File: src/rtl/mtem_pkg.sv
package mtem_pkg;

  localparam int HIST_DEPTH = 128;
  localparam int TAP_COUNT  = 8;

  localparam int SAMPLE_W   = 8;
  localparam int DELAY_W    = 7;
  localparam int WEIGHT_W   = 10;
  localparam int REG_W      = DELAY_W + WEIGHT_W;

  localparam int HIST_IDX_W = $clog2(HIST_DEPTH);
  localparam int FILL_W     = $clog2(HIST_DEPTH + 1);
  localparam int TAP_IDX_W  = $clog2(TAP_COUNT);
  localparam int TAP_CNT_W  = $clog2(TAP_COUNT + 1);

  // cell row is read back through registered groups of this size
  localparam int GROUP_SIZE = 16;
  localparam int NUM_GROUPS = HIST_DEPTH / GROUP_SIZE;

  localparam int PROD_W     = WEIGHT_W + SAMPLE_W;
  localparam int TERM_W     = PROD_W - 8;
  // dry term max 84 plus TAP_COUNT terms of at most 1019
  localparam int ACC_W      = 14;

  localparam logic [PROD_W-1:0] ROUND_HALF = PROD_W'(128);
  localparam logic [ACC_W-1:0]  SAT_MAX    = ACC_W'(255);

  typedef enum logic [1:0] {
    ST_IDLE,
    ST_ISSUE,
    ST_FLUSH,
    ST_DONE
  } state_t;

  typedef logic [NUM_GROUPS-1:0][SAMPLE_W-1:0] grp_t;

  typedef struct packed {
    logic load;
    logic vld;
  } mac_ctl_t;

  typedef struct packed {
    logic busy;
  } mac_sts_t;

  function automatic logic [HIST_IDX_W-1:0] tap_delay(input logic [REG_W-1:0] tap_reg);
    logic [DELAY_W-1:0] d;
    d = tap_reg[DELAY_W-1:0];
    if (int'(d) > HIST_DEPTH - 1) begin
      return HIST_IDX_W'(HIST_DEPTH - 1);
    end else begin
      return HIST_IDX_W'(d);
    end
  endfunction

  function automatic logic [WEIGHT_W-1:0] tap_weight(input logic [REG_W-1:0] tap_reg);
    return tap_reg[REG_W-1:DELAY_W];
  endfunction

  // round(0.33 * x) half up: (33x + 50) / 100 via reciprocal 5243 / 2^19
  function automatic logic [SAMPLE_W-1:0] dry_gain(input logic [SAMPLE_W-1:0] x);
    logic [13:0] v;
    logic [26:0] p;
    v = 14'(x) * 14'd33 + 14'd50;
    p = 27'(v) * 27'd5243;
    return p[26:19];
  endfunction

endpackage

File: src/rtl/multi_tap_echo_mixer.sv
// an input transaction goes straight to the result register while warming up or with no taps;
//   with active taps the result is loaded after the tap walk and the accumulator flush
// a new item is taken only after the previous result has been loaded into the output register;
//   one tap per cycle is read from the cell row and fed to the shared multiply-accumulate
// reset: synchronous, active low; clears tap registers, history cells and fill count
module multi_tap_echo_mixer (
  input  logic                          clk,
  input  logic                          rst_n,
  input  logic                          in_valid,
  output logic                          in_ready,
  input  logic [mtem_pkg::SAMPLE_W-1:0]  in_sample_in,
  output logic                          out_valid,
  input  logic                          out_ready,
  output logic [mtem_pkg::SAMPLE_W-1:0]  out_sample_out,
  output logic                          out_warming_up,
  input  logic                          cfg_we,
  input  logic [mtem_pkg::TAP_IDX_W-1:0] cfg_idx,
  input  logic [mtem_pkg::REG_W-1:0]     cfg_wdata
);
  import mtem_pkg::*;

  logic [TAP_COUNT-1:0][REG_W-1:0] tap_r;

  state_t state_r, state_nxt;
  logic   accept, issue_en, out_load, last_issue;

  logic [HIST_DEPTH-1:0][SAMPLE_W-1:0] cell_q;
  logic [HIST_DEPTH-1:0][SAMPLE_W-1:0] cell_tap;

  logic                  run;
  logic [TAP_CNT_W-1:0]  n_act_c;
  logic [FILL_W-1:0]     len_c;
  logic [FILL_W-1:0]     cand;
  logic [FILL_W:0]       held;
  logic                  warm_c;
  logic [FILL_W-1:0]     fill_nxt;

  logic [SAMPLE_W-1:0]   x_r;
  logic                  warm_r;
  logic [FILL_W-1:0]     fill_r;
  logic [TAP_CNT_W-1:0]  n_act_r;
  logic [TAP_IDX_W-1:0]  tap_idx_r;

  logic [REG_W-1:0]      cur_reg;
  logic [HIST_IDX_W-1:0] sel_delay;
  grp_t                  grp_nxt, grp_r;
  logic [WEIGHT_W-1:0]   wa_r;
  logic                  a_vld_r;

  mac_ctl_t              mac_ctl;
  mac_sts_t              mac_sts;
  logic [SAMPLE_W-1:0]   acc_sat;

  logic                  out_valid_r;
  logic [SAMPLE_W-1:0]   out_sample_r;
  logic                  out_warm_r;

  always_ff @(posedge clk) begin
    if (!rst_n) begin
      tap_r <= '0;
    end else if (cfg_we) begin
      tap_r[cfg_idx] <= cfg_wdata;
    end
  end

  // history row: cell k holds the sample from k items ago
  genvar k;
  generate
    for (k = 0; k < HIST_DEPTH; k++) begin : g_cell
      if (k == 0) begin : g_head
        mtem_cell u_cell (
          .clk       (clk),
          .rst_n     (rst_n),
          .shift_en  (accept),
          .d_in      (in_sample_in),
          .cell_idx  (HIST_IDX_W'(k)),
          .sel_delay (sel_delay),
          .q         (cell_q[k]),
          .tap_out   (cell_tap[k])
        );
      end else begin : g_body
        mtem_cell u_cell (
          .clk       (clk),
          .rst_n     (rst_n),
          .shift_en  (accept),
          .d_in      (cell_q[k-1]),
          .cell_idx  (HIST_IDX_W'(k)),
          .sel_delay (sel_delay),
          .q         (cell_q[k]),
          .tap_out   (cell_tap[k])
        );
      end
    end
  endgenerate

  // active taps run up to the first zero delay
  always_comb begin
    run     = 1'b1;
    n_act_c = '0;
    len_c   = '0;
    cand    = '0;
    for (int i = 0; i < TAP_COUNT; i++) begin
      run = run && (tap_r[i][DELAY_W-1:0] != '0);
      if (run) begin
        n_act_c = n_act_c + TAP_CNT_W'(1);
        cand    = FILL_W'(tap_delay(tap_r[i])) + FILL_W'(1);
        if (cand > len_c) begin
          len_c = cand;
        end
      end
    end
  end

  assign held     = (FILL_W + 1)'(fill_r) + (FILL_W + 1)'(1);
  assign warm_c   = held < (FILL_W + 1)'(len_c);
  assign fill_nxt = warm_c ? held[FILL_W-1:0] : len_c;

  assign cur_reg    = tap_r[tap_idx_r];
  assign sel_delay  = tap_delay(cur_reg);
  assign last_issue = (TAP_CNT_W'(tap_idx_r) == n_act_r - TAP_CNT_W'(1));

  always_comb begin
    grp_nxt = '0;
    for (int g = 0; g < NUM_GROUPS; g++) begin
      for (int m = 0; m < GROUP_SIZE; m++) begin
        grp_nxt[g] = grp_nxt[g] | cell_tap[g * GROUP_SIZE + m];
      end
    end
  end

  always_comb begin
    state_nxt = state_r;
    case (state_r)
      ST_IDLE: begin
        if (accept) begin
          state_nxt = (warm_c || (n_act_c == '0)) ? ST_DONE : ST_ISSUE;
        end
      end
      ST_ISSUE: begin
        if (last_issue) begin
          state_nxt = ST_FLUSH;
        end
      end
      ST_FLUSH: begin
        if (!a_vld_r && !mac_sts.busy) begin
          state_nxt = ST_DONE;
        end
      end
      ST_DONE: begin
        if (out_load) begin
          state_nxt = ST_IDLE;
        end
      end
      default: state_nxt = ST_IDLE;
    endcase
  end

  always_comb begin
    in_ready = 1'b0;
    issue_en = 1'b0;
    out_load = 1'b0;
    case (state_r)
      ST_IDLE:  in_ready = 1'b1;
      ST_ISSUE: issue_en = 1'b1;
      ST_FLUSH: ;
      ST_DONE:  out_load = !out_valid_r || out_ready;
      default:  ;
    endcase
  end

  assign accept = in_valid && in_ready;

  always_ff @(posedge clk) begin
    if (!rst_n) begin
      state_r     <= ST_IDLE;
      fill_r      <= '0;
      a_vld_r     <= 1'b0;
      tap_idx_r   <= '0;
      out_valid_r <= 1'b0;
    end else begin
      state_r <= state_nxt;
      a_vld_r <= issue_en;
      if (accept) begin
        fill_r    <= fill_nxt;
        tap_idx_r <= '0;
      end else if (issue_en) begin
        tap_idx_r <= tap_idx_r + TAP_IDX_W'(1);
      end
      if (out_load) begin
        out_valid_r <= 1'b1;
      end else if (out_ready) begin
        out_valid_r <= 1'b0;
      end
    end
  end

  always_ff @(posedge clk) begin
    if (accept) begin
      x_r     <= in_sample_in;
      warm_r  <= warm_c;
      n_act_r <= n_act_c;
    end
    if (issue_en) begin
      grp_r <= grp_nxt;
      wa_r  <= tap_weight(cur_reg);
    end
    if (out_load) begin
      out_sample_r <= warm_r ? x_r : acc_sat;
      out_warm_r   <= warm_r;
    end
  end

  assign mac_ctl.load = accept;
  assign mac_ctl.vld  = a_vld_r;

  mtem_mac u_mac (
    .clk     (clk),
    .rst_n   (rst_n),
    .ctl     (mac_ctl),
    .dry     (dry_gain(in_sample_in)),
    .weight  (wa_r),
    .grp     (grp_r),
    .acc_sat (acc_sat),
    .sts     (mac_sts)
  );

  assign out_valid      = out_valid_r;
  assign out_sample_out = out_sample_r;
  assign out_warming_up = out_warm_r;

  assert property (@(posedge clk) disable iff (!rst_n)
    in_valid && in_ready |=> state_r != ST_IDLE)
    else $error("accepted transaction did not start processing");

  assert property (@(posedge clk) disable iff (!rst_n)
    state_r == ST_ISSUE |-> TAP_CNT_W'(tap_idx_r) < n_act_r)
    else $error("tap issue ran past the active tap list");

  assert property (@(posedge clk) disable iff (!rst_n)
    state_r == ST_DONE |-> !a_vld_r && !mac_sts.busy)
    else $error("result taken while accumulation still in flight");

  assert property (@(posedge clk) disable iff (!rst_n)
    fill_r <= FILL_W'(HIST_DEPTH))
    else $error("fill count beyond history depth");

endmodule

File: src/rtl/mtem_cell.sv
module mtem_cell (
  input  logic                           clk,
  input  logic                           rst_n,
  input  logic                           shift_en,
  input  logic [mtem_pkg::SAMPLE_W-1:0]   d_in,
  input  logic [mtem_pkg::HIST_IDX_W-1:0] cell_idx,
  input  logic [mtem_pkg::HIST_IDX_W-1:0] sel_delay,
  output logic [mtem_pkg::SAMPLE_W-1:0]   q,
  output logic [mtem_pkg::SAMPLE_W-1:0]   tap_out
);
  import mtem_pkg::*;

  logic [SAMPLE_W-1:0] sample_r;

  always_ff @(posedge clk) begin
    if (!rst_n) begin
      sample_r <= '0;
    end else if (shift_en) begin
      sample_r <= d_in;
    end
  end

  assign q = sample_r;
  // only the cell matching the tap delay drives the read bus
  assign tap_out = (sel_delay == cell_idx) ? sample_r : '0;

endmodule

File: src/rtl/mtem_mac.sv
module mtem_mac (
  input  logic                         clk,
  input  logic                         rst_n,
  input  mtem_pkg::mac_ctl_t           ctl,
  input  logic [mtem_pkg::SAMPLE_W-1:0] dry,
  input  logic [mtem_pkg::WEIGHT_W-1:0] weight,
  input  mtem_pkg::grp_t               grp,
  output logic [mtem_pkg::SAMPLE_W-1:0] acc_sat,
  output mtem_pkg::mac_sts_t           sts
);
  import mtem_pkg::*;

  logic [SAMPLE_W-1:0] tap_sample;
  logic [PROD_W-1:0]   prod;
  logic [TERM_W-1:0]   term_r;
  logic                b_vld_r;
  logic [ACC_W-1:0]    acc_r;

  always_comb begin
    tap_sample = '0;
    for (int g = 0; g < NUM_GROUPS; g++) begin
      tap_sample = tap_sample | grp[g];
    end
  end

  assign prod = PROD_W'(weight) * PROD_W'(tap_sample) + ROUND_HALF;

  always_ff @(posedge clk) begin
    if (!rst_n) begin
      b_vld_r <= 1'b0;
    end else begin
      b_vld_r <= ctl.vld;
    end
  end

  always_ff @(posedge clk) begin
    if (ctl.vld) begin
      term_r <= prod[PROD_W-1:8];
    end
    if (ctl.load) begin
      acc_r <= ACC_W'(dry);
    end else if (b_vld_r) begin
      acc_r <= acc_r + ACC_W'(term_r);
    end
  end

  assign acc_sat  = (acc_r > SAT_MAX) ? SAT_MAX[SAMPLE_W-1:0] : acc_r[SAMPLE_W-1:0];
  assign sts.busy = b_vld_r;

endmodule

File: config.mk
export PLATFORM = sky130hd
export DESIGN_NAME = multi_tap_echo_mixer
export DESIGN_NICKNAME = d
export VERILOG_FILES = /design/src/rtl/mtem_pkg.sv /design/src/rtl/multi_tap_echo_mixer.sv /design/src/rtl/mtem_cell.sv /design/src/rtl/mtem_mac.sv
export SDC_FILE = /design/constraint.sdc
export NUM_CORES = 2
export LEC_CHECK = 0
export ABC_AREA = 1
export BUFFER_PORTS_ARGS = -buffer_cell sky130_fd_sc_hd__buf_4
export CAP_MARGIN = 20
export CORE_ASPECT_RATIO = 0.9
export CORE_MARGIN = 2
export CORE_UTILIZATION = 40
export DETAILED_ROUTE_END_ITERATION = 16
export PLACE_DENSITY = 0.58
export SYNTH_ARGS = -nofsm -noshare
export SYNTH_HDL_FRONTEND = slang
export SYNTH_SLANG_ARGS = --single-unit
File: constraint.sdc
create_clock -name clk -period 33.4 [get_ports clk]
set_input_delay 8.35 -clock clk [delete_from_list [all_inputs] [get_ports clk]]
set_output_delay 8.35 -clock clk [all_outputs]
set_load 0.03 [all_outputs]
# After elaboration in Yosys (flattened, before gate mapping)
# Cells that the tools add are included.
dict set report word_totals {
  register_bits 1296
  latchBits 0
  mem_bits_rw 0
  romBits 0
  input_bits 33
  out_inout_bits 11
  mem_count 0
}
dict set report op_classes {
  add_sub_neg 21
  n_mul 3
  n_div 0
  n_lt_le_gt_ge 13
  n_eq_ne 135
  shift 0
  muxes 181
  bitwise_logic 128
  n_reduce_logical 30
}
# op n
set op_table {}
lappend op_table {{8-bit 2-to-1 mux} 149}
lappend op_table {{8-bit bitwise OR} 127}
lappend op_table {{7-bit == test, second input constant} 64}
lappend op_table {{7-bit by 6-bit == test with 1-bit output, second input constant} 32}
lappend op_table {{136-bit bitwise mux} 1}
lappend op_table {{7-bit by 5-bit == test with 1-bit output, second input constant} 16}
lappend op_table {{7-bit by 1-bit adder with 8-bit output, second input constant} 8}
lappend op_table {{7-bit by 4-bit == test with 1-bit output, second input constant} 8}
lappend op_table {{8-bit greater-than comparator} 7}
lappend op_table {{7-bit 2-to-1 mux} 8}
lappend op_table {{7-bit nonzero test} 8}
lappend op_table {{17-bit binary-select mux with 3-bit select} 1}
lappend op_table {{17-bit demux with 3-bit select} 1}
lappend op_table {{17-bit 2-to-1 mux} 2}
lappend op_table {{4-bit by 1-bit adder with 4-bit output, second input constant} 7}
lappend op_table {{7-bit by 3-bit == test with 1-bit output, second input constant} 4}
lappend op_table {{4-bit 2-to-1 mux} 7}
lappend op_table {{14-bit by 13-bit multiplier with 27-bit output, second input constant} 1}
lappend op_table {{18-bit by 8-bit adder with 18-bit output, second input constant} 1}
lappend op_table {{10-bit by 8-bit multiplier with 18-bit output} 1}
lappend op_table {{14-bit by 10-bit adder with 14-bit output} 1}
lappend op_table {{14-bit by 6-bit adder with 14-bit output, second input constant} 1}
lappend op_table {{7-bit by 2-bit == test with 1-bit output, second input constant} 2}
lappend op_table {{14-bit by 8-bit greater-than comparator with 1-bit output, second input constant} 1}
lappend op_table {{26 further kinds} 53}

# Logic depth before layout (Yosys ltp)
dict set report logic_depth {
  ltp_word 32
  depth_mapped 94
}

# By module
# A second synthesis with hierarchy kept.
dict set report hier_totals {
  hier_cells 12861
  area_unflattened_um2 90680.7
}
# mod n_inst cells_each area_each_um2 seq_area_each_um2
set by_module_without_submodules {}
lappend by_module_without_submodules {mtem_cell 128 77 526.8 160.2}
lappend by_module_without_submodules {multi_tap_echo_mixer 1 2396 18939.4 5905.7}
lappend by_module_without_submodules {mtem_mac 1 609 4316.6 680.7}

# Least setup slack after synthesis
# Ideal clock, no wire load.
dict set report synth_path {
  path_kind {input -> register}
  from {in in_sample_in[0] (netlist bit)}
  to {reg u_mac.acc_r[6], data pin}
  setup_ns 0.265
  t_arrival_ns 14.776
  setup_slack_ns 18.359
  stages 38
  path_buffers 0
  cell_sequence {fa_1 ha_1 ha_1 ha_1 nand2_1 o21bai_1 nand2_1 a21oi_1 xor2_1 inv_1 ha_1 fa_1 inv_1 fa_1 inv_1 fa_1 fa_1 ha_1 [... 2 more ...] nand3_1 a21boi_0 o21a_1 nor2_1 nor2_1 nor2_1 inv_1 nand2_1 nand2_1 a21oi_1 inv_1 nand2_1 nand2_1 nand2_1 a21boi_0 o21ai_0 nand2_1 o32ai_1}
}
dict set report synth_between {
  elab_chain_cells 4
}
# element line_no
set synth_rtl {}
lappend synth_rtl {{from (decl)} multi_tap_echo_mixer.sv:11} ;# input logic [mtem_pkg::SAMPLE_W-1:0] in_sample_in,
lappend synth_rtl {{8-bit by 6-bit multiplier with 14-bit output} mtem_pkg.sv:64} ;# v = 14'(x) * 14'd33 + 14'd50;
lappend synth_rtl {{14-bit by 6-bit adder with 14-bit output} mtem_pkg.sv:64}
lappend synth_rtl {{14-bit by 13-bit multiplier with 27-bit output} mtem_pkg.sv:65} ;# p = 27'(v) * 27'd5243;
lappend synth_rtl {{8-bit 2-to-1 mux} mtem_mac.sv:40} ;# if (ctl.load) begin
lappend synth_rtl {{to (signal assigned)} mtem_mac.sv:41} ;# acc_r <= ACC_W'(dry);
lappend synth_rtl {{to (signal assigned)} mtem_mac.sv:43} ;# acc_r <= acc_r + ACC_W'(term_r);
lappend synth_rtl {{to (decl)} mtem_mac.sv:17} ;# logic [ACC_W-1:0] acc_r;
# Every way passes these cells.
# A chain may end at the register's enable or synchronous reset.

# Worst setup path after layout
# Same ends and word-level chain as after synthesis.

==> flow_summary.html <==
<table>
<tr><th>Metric</th><th>Value</th></tr>
<tr><th colspan="2">Power</th></tr>
<tr><td>Static Leak</td><td>23.4 nW</td></tr>
<tr><td>Power per unit of standard cell area</td><td>80.8 nW/µm²</td></tr>
<tr><td>Maximum vdd ir drop</td><td>0.121 mV</td></tr>
<tr><td>Gate power share</td><td>37.4%</td></tr>
<tr><td>Clock power share</td><td>28.8%</td></tr>
<tr><td>Switch share</td><td>35.9%</td></tr>
<tr><td>Part of the total power dissipated in sequential elements</td><td>33.9%</td></tr>
<tr><td>Net switching component of the power</td><td>1.87 mW</td></tr>
<tr><td>Internal power summed over all cells</td><td>3.33 mW</td></tr>
<tr><th colspan="2">Placed design</th></tr>
<tr><td>Port buffer count</td><td>43</td></tr>
<tr><td>Detailed Place HPWL</td><td>114 mm</td></tr>
<tr><td>Number of placed instances, taps included</td><td>8596</td></tr>
<tr><td>Routability cong.</td><td>0.852</td></tr>
<tr><th colspan="2">Global route</th></tr>
<tr><td>Global-route wire length before repair</td><td>258 mm</td></tr>
<tr><td>Via count of the first global-routing pass</td><td>45032</td></tr>
<tr><td>Total GRT Usage</td><td>21.9%</td></tr>
<tr><td>Initial antenna violation count</td><td>5</td></tr>
<tr><td>Largest net degree at the start of global routing</td><td>231</td></tr>
<tr><td>Total congestion overflow</td><td>0</td></tr>
<tr><th colspan="2">Layout</th></tr>
<tr><td>Final core utilization</td><td>44.7%</td></tr>
<tr><td>Total number of nets in the final design</td><td>7180</td></tr>
<tr><td>Fraction of final layout cells with drive strength greater than 1</td><td>4.93%</td></tr>
<tr><td>Sequential cell area</td><td>27100 µm²</td></tr>
<tr><td>FILL cells</td><td>14178</td></tr>
<tr><td>Final Instance Count excl. Fillers</td><td>8838</td></tr>
<tr><td>Diodes inserted</td><td>0</td></tr>
<tr><td>Area growth from synthesis to final layout</td><td>11.1%</td></tr>
<tr><td>Commonest cells after routing, fill and taps aside</td><td>1576 x sky130_fd_sc_hd__inv_1, 1286 x sky130_fd_sc_hd__o22ai_1, 1181 x sky130_fd_sc_hd__dfxtp_1</td></tr>
<tr><td>Total area of multi-input combinational cells</td><td>23700 µm²</td></tr>
<tr><td>Most frequent standard cell in the layout excluding fill and tap cells</td><td>sky130_fd_sc_hd__inv_1</td></tr>
<tr><th colspan="2">Timing</th></tr>
<tr><td>Final Max Slew Viols</td><td>0</td></tr>
<tr><td>Worst hold slack across all endpoints</td><td>0.476 ns</td></tr>
<tr><td>Final worst-path cycle share</td><td>45.8%</td></tr>
<tr><td>Measured slew at the worst slew-check pin</td><td>1.17 ns</td></tr>
<tr><td>Setup total negative slack</td><td>0 ns</td></tr>
<tr><td>Final period demand of the worst path</td><td>15.28 ns</td></tr>
<tr><td>Final setup fails</td><td>0</td></tr>
<tr><td>RSZ-0062 raised after global routing</td><td>false</td></tr>
<tr><td>Relative slew slack</td><td>22.1%</td></tr>
<tr><td>Upper clock frequency limit</td><td>65.4 MHz</td></tr>
<tr><td>Final Skew</td><td>0.0383 ns</td></tr>
<tr><td>Final hold viol count</td><td>0</td></tr>
<tr><th colspan="2">Logic synthesis</th></tr>
<tr><td>Most used flip-flop cell after synthesis</td><td>sky130_fd_sc_hd__dfxtp_1</td></tr>
<tr><td>Ranking of synthesized cells by area</td><td>sky130_fd_sc_hd__dfxtp_1 41%, sky130_fd_sc_hd__o22ai_1 14%, sky130_fd_sc_hd__inv_1 10%</td></tr>
<tr><td>Ys async rst share</td><td>0%</td></tr>
<tr><td>Flop and latch count out of synthesis</td><td>1296</td></tr>
<tr><td>Post-synthesis cell area</td><td>57900 µm²</td></tr>
<tr><td>Unique masters post-synth</td><td>55</td></tr>
<tr><td>Sequential element share of the synthesized area</td><td>46.8%</td></tr>
<tr><td>Post-synthesis instance total</td><td>6873</td></tr>
<tr><td>Syn_nets</td><td>7262</td></tr>
<tr><td>Ys Warns</td><td>0</td></tr>
<tr><td>Synthesized area per cell</td><td>8.42 µm²</td></tr>
<tr><td>Number of synthesized flops with an enable pin</td><td>114</td></tr>
<tr><td>Top cell type's share of synthesized area</td><td>40.9%</td></tr>
<tr><td>Library cell with the largest summed area after synthesis</td><td>sky130_fd_sc_hd__dfxtp_1</td></tr>
<tr><th colspan="2">Detailed routing</th></tr>
<tr><td>Detailed-route wire length per cell</td><td>18.7 µm</td></tr>
<tr><td>Post-route DRC</td><td>0</td></tr>
<tr><td>Antenna Nets Post-Route</td><td>0</td></tr>
<tr><td>WL final</td><td>165 mm</td></tr>
<tr><td>Drt first-iter violations</td><td>4587</td></tr>
<tr><td>Count of TritonRoute iterations in the first routing pass</td><td>6</td></tr>
<tr><td>Via count</td><td>47717</td></tr>
<tr><td>Post-detailed-route via-to-cell ratio</td><td>5.40</td></tr>
<tr><th colspan="2">Floorplan</th></tr>
<tr><td>Effective utilization at floorplan</td><td>40.2%</td></tr>
<tr><td>Placeable core region</td><td>144000 µm²</td></tr>
<tr><td>Ports placed on the boundary</td><td>44</td></tr>
<tr><td>Width of the die</td><td>405 µm</td></tr>
<tr><td>Floorplan die area</td><td>148000 µm²</td></tr>
<tr><td>Die Y-Extent</td><td>365 µm</td></tr>
<tr><td>Number of placement rows</td><td>132</td></tr>
<tr><th colspan="2">Outcome</th></tr>
<tr><td>Result of the run</td><td>finished clean</td></tr>
<tr><th colspan="2">CTS</th></tr>
<tr><td>Number of buffers inserted by hold repair at cts</td><td>0</td></tr>
<tr><td>Post-CTS clock slew at the launch and capture registers of the worst setup and hold paths</td><td>0.06 ns</td></tr>
<tr><td>Total setup buffers inserted after CTS</td><td>0</td></tr>
<tr><td>Clock latency reported for the late side of the worst-skew pair</td><td>0.80 ns</td></tr>
<tr><td>Clock root buffer master</td><td>sky130_fd_sc_hd__clkbuf_16</td></tr>
<tr><td>Number of clock buffers inserted by TritonCTS</td><td>135</td></tr>
<tr><td>Sink count of the clock tree</td><td>1296</td></tr>
<tr><td>Number of levels the H-tree was split into</td><td>4</td></tr>
<tr><td>Gates resized, CTS repair</td><td>0</td></tr>
<tr><td>CTS tree</td><td>done</td></tr>
<tr><td>Maximum count of clock buffers along a single path</td><td>3</td></tr>
<tr><th colspan="2">Setup path</th></tr>
<tr><td>Capturing element type of the critical path</td><td>flop</td></tr>
<tr><td>Most Frequent Cell on Critical Path</td><td>sky130_fd_sc_hd__nand2_1</td></tr>
<tr><td>CP Launch Type</td><td>primary input</td></tr>
<tr><td>Top fanout value on the critical path</td><td>7</td></tr>
<tr><td>Delay contributed by the slowest stage of the critical path</td><td>0.58 ns</td></tr>
<tr><td>Critical-path top delay cell</td><td>sky130_fd_sc_hd__xor2_1</td></tr>
<tr><td>Crit path kind</td><td>in -&gt; reg</td></tr>
<tr><td>Worst endpoint data arrival time</td><td>15.79 ns</td></tr>
<tr><td>Worst path required time</td><td>33.91 ns</td></tr>
<tr><th colspan="2">Hold path</th></tr>
<tr><td>Worst min-delay path category</td><td>reg -&gt; reg</td></tr>
<tr><th colspan="2">Run</th></tr>
<tr><td>Number of max-cap violations</td><td>0</td></tr>
</table>
[through the flow]
step,cell area (µm²),setup slack [ns],power [mW]
floorplan,57900,18.36,3.26
global placement,59900,17.29,3.72
detailed placement,59900,17.24,3.75
CTS,64300,18.06,5.25
global route,64300,17.30,5.63
finish,64300,18.12,5.20
[per-layer routing]
metal | up-vias | GRT usage (%) | wire length [µm]
li1 | 23291 | - | -
met4 | 0 | 6.31 | 3470
met5 | - | 0 | 0
met2 | 1406 | 33.4 | 71800
met1 | 22819 | 32.4 | 79700
met3 | 201 | 2.72 | 10300
[cell families (layout without fill, tap and decap cells)]
kind of cell / after synthesis / count (layout) / synth area share (%)
compound gates: 2031 / 2031 / 21.8
simple gates: 1219 / 1219 / 8.88
buf+inv: 1899 / 1921 / 12.4
flops: 1296 / 1296 / 46.8
fa+ha+maj: 356 / 356 / 9.12
xor+xnor: 72 / 72 / 1.09
[state kept, by name, summed over array words and instances (netlist names), 2 cells and up]
name                    cells
g_cell.g_body.u_cell.q   1016
tap_r                     136
grp_r                      64
u_mac.acc_r                14
u_mac.term_r               10
wa_r                       10
fill_r                      8
g_cell.g_head.u_cell.q      8
out_sample_out              8
x_r                         8
n_act_r                     4
tap_idx_r                   3
state_r                     2
[area by class of cell]
type                       instances  share of cell area (%)
sequential                      1296                    42.1
multi-input combinational       3678                    36.8
inverter                        1579                    9.24
clock buffer                     203                    6.15
tap                             1943                    3.78
timing repair buffer             101                    1.30
clock inverter                    38                   0.650
[synth_stat cells (all sizes together) (24+ instances only)]
cell and n:
nand4 24, a221oi 108, o22ai 1286, nor4 38, clkbuf 297, nor2 582, a21oi 167, o221ai 35
edfxtp 114, inv 1578, ha 246, fa 110, xor2 56, dfxtp 1182, nor3 27, o2111ai 29
nand3 102, nand2 404, o21ai 341
[final timing paths]
kind                                                        to  slack (ns)                            from  depth (start not counted)
worst min-delay path            g_cell[127].g_body.u_cell.q[1]        0.48  g_cell[127].g_body.u_cell.q[1]                          2
worst max register to register                       fill_r[3]       20.80                       tap_r[17]                         65
worst max-delay path                            u_mac.acc_r[6]       18.12                 in_sample_in[0]                         39
worst min register to register  g_cell[127].g_body.u_cell.q[1]        0.48  g_cell[127].g_body.u_cell.q[1]                          2
[power groups by stage]
stage	registers, mW	logic (mW)	clock network [mW]
2_1_floorplan	1.78	1.49	0
3_3_place_gp	1.79	1.92	0
3_5_place_dp	1.79	1.95	0
4_1_cts	1.76	1.97	1.52
5_1_grt	1.77	2.28	1.58
6_report	1.76	1.94	1.50
[critical path, delay by kind of cell]
| kind | cells | cell delay [ns] |
|---|---|---|
| buf+inv | 6 | 0.47 |
| xor+xnor | 1 | 0.58 |
| fa+ha+maj | 8 | 3.26 |
| simple gates | 13 | 1.29 |
| compound gates | 11 | 1.80 |
Power figures use the tool's default switching activity.
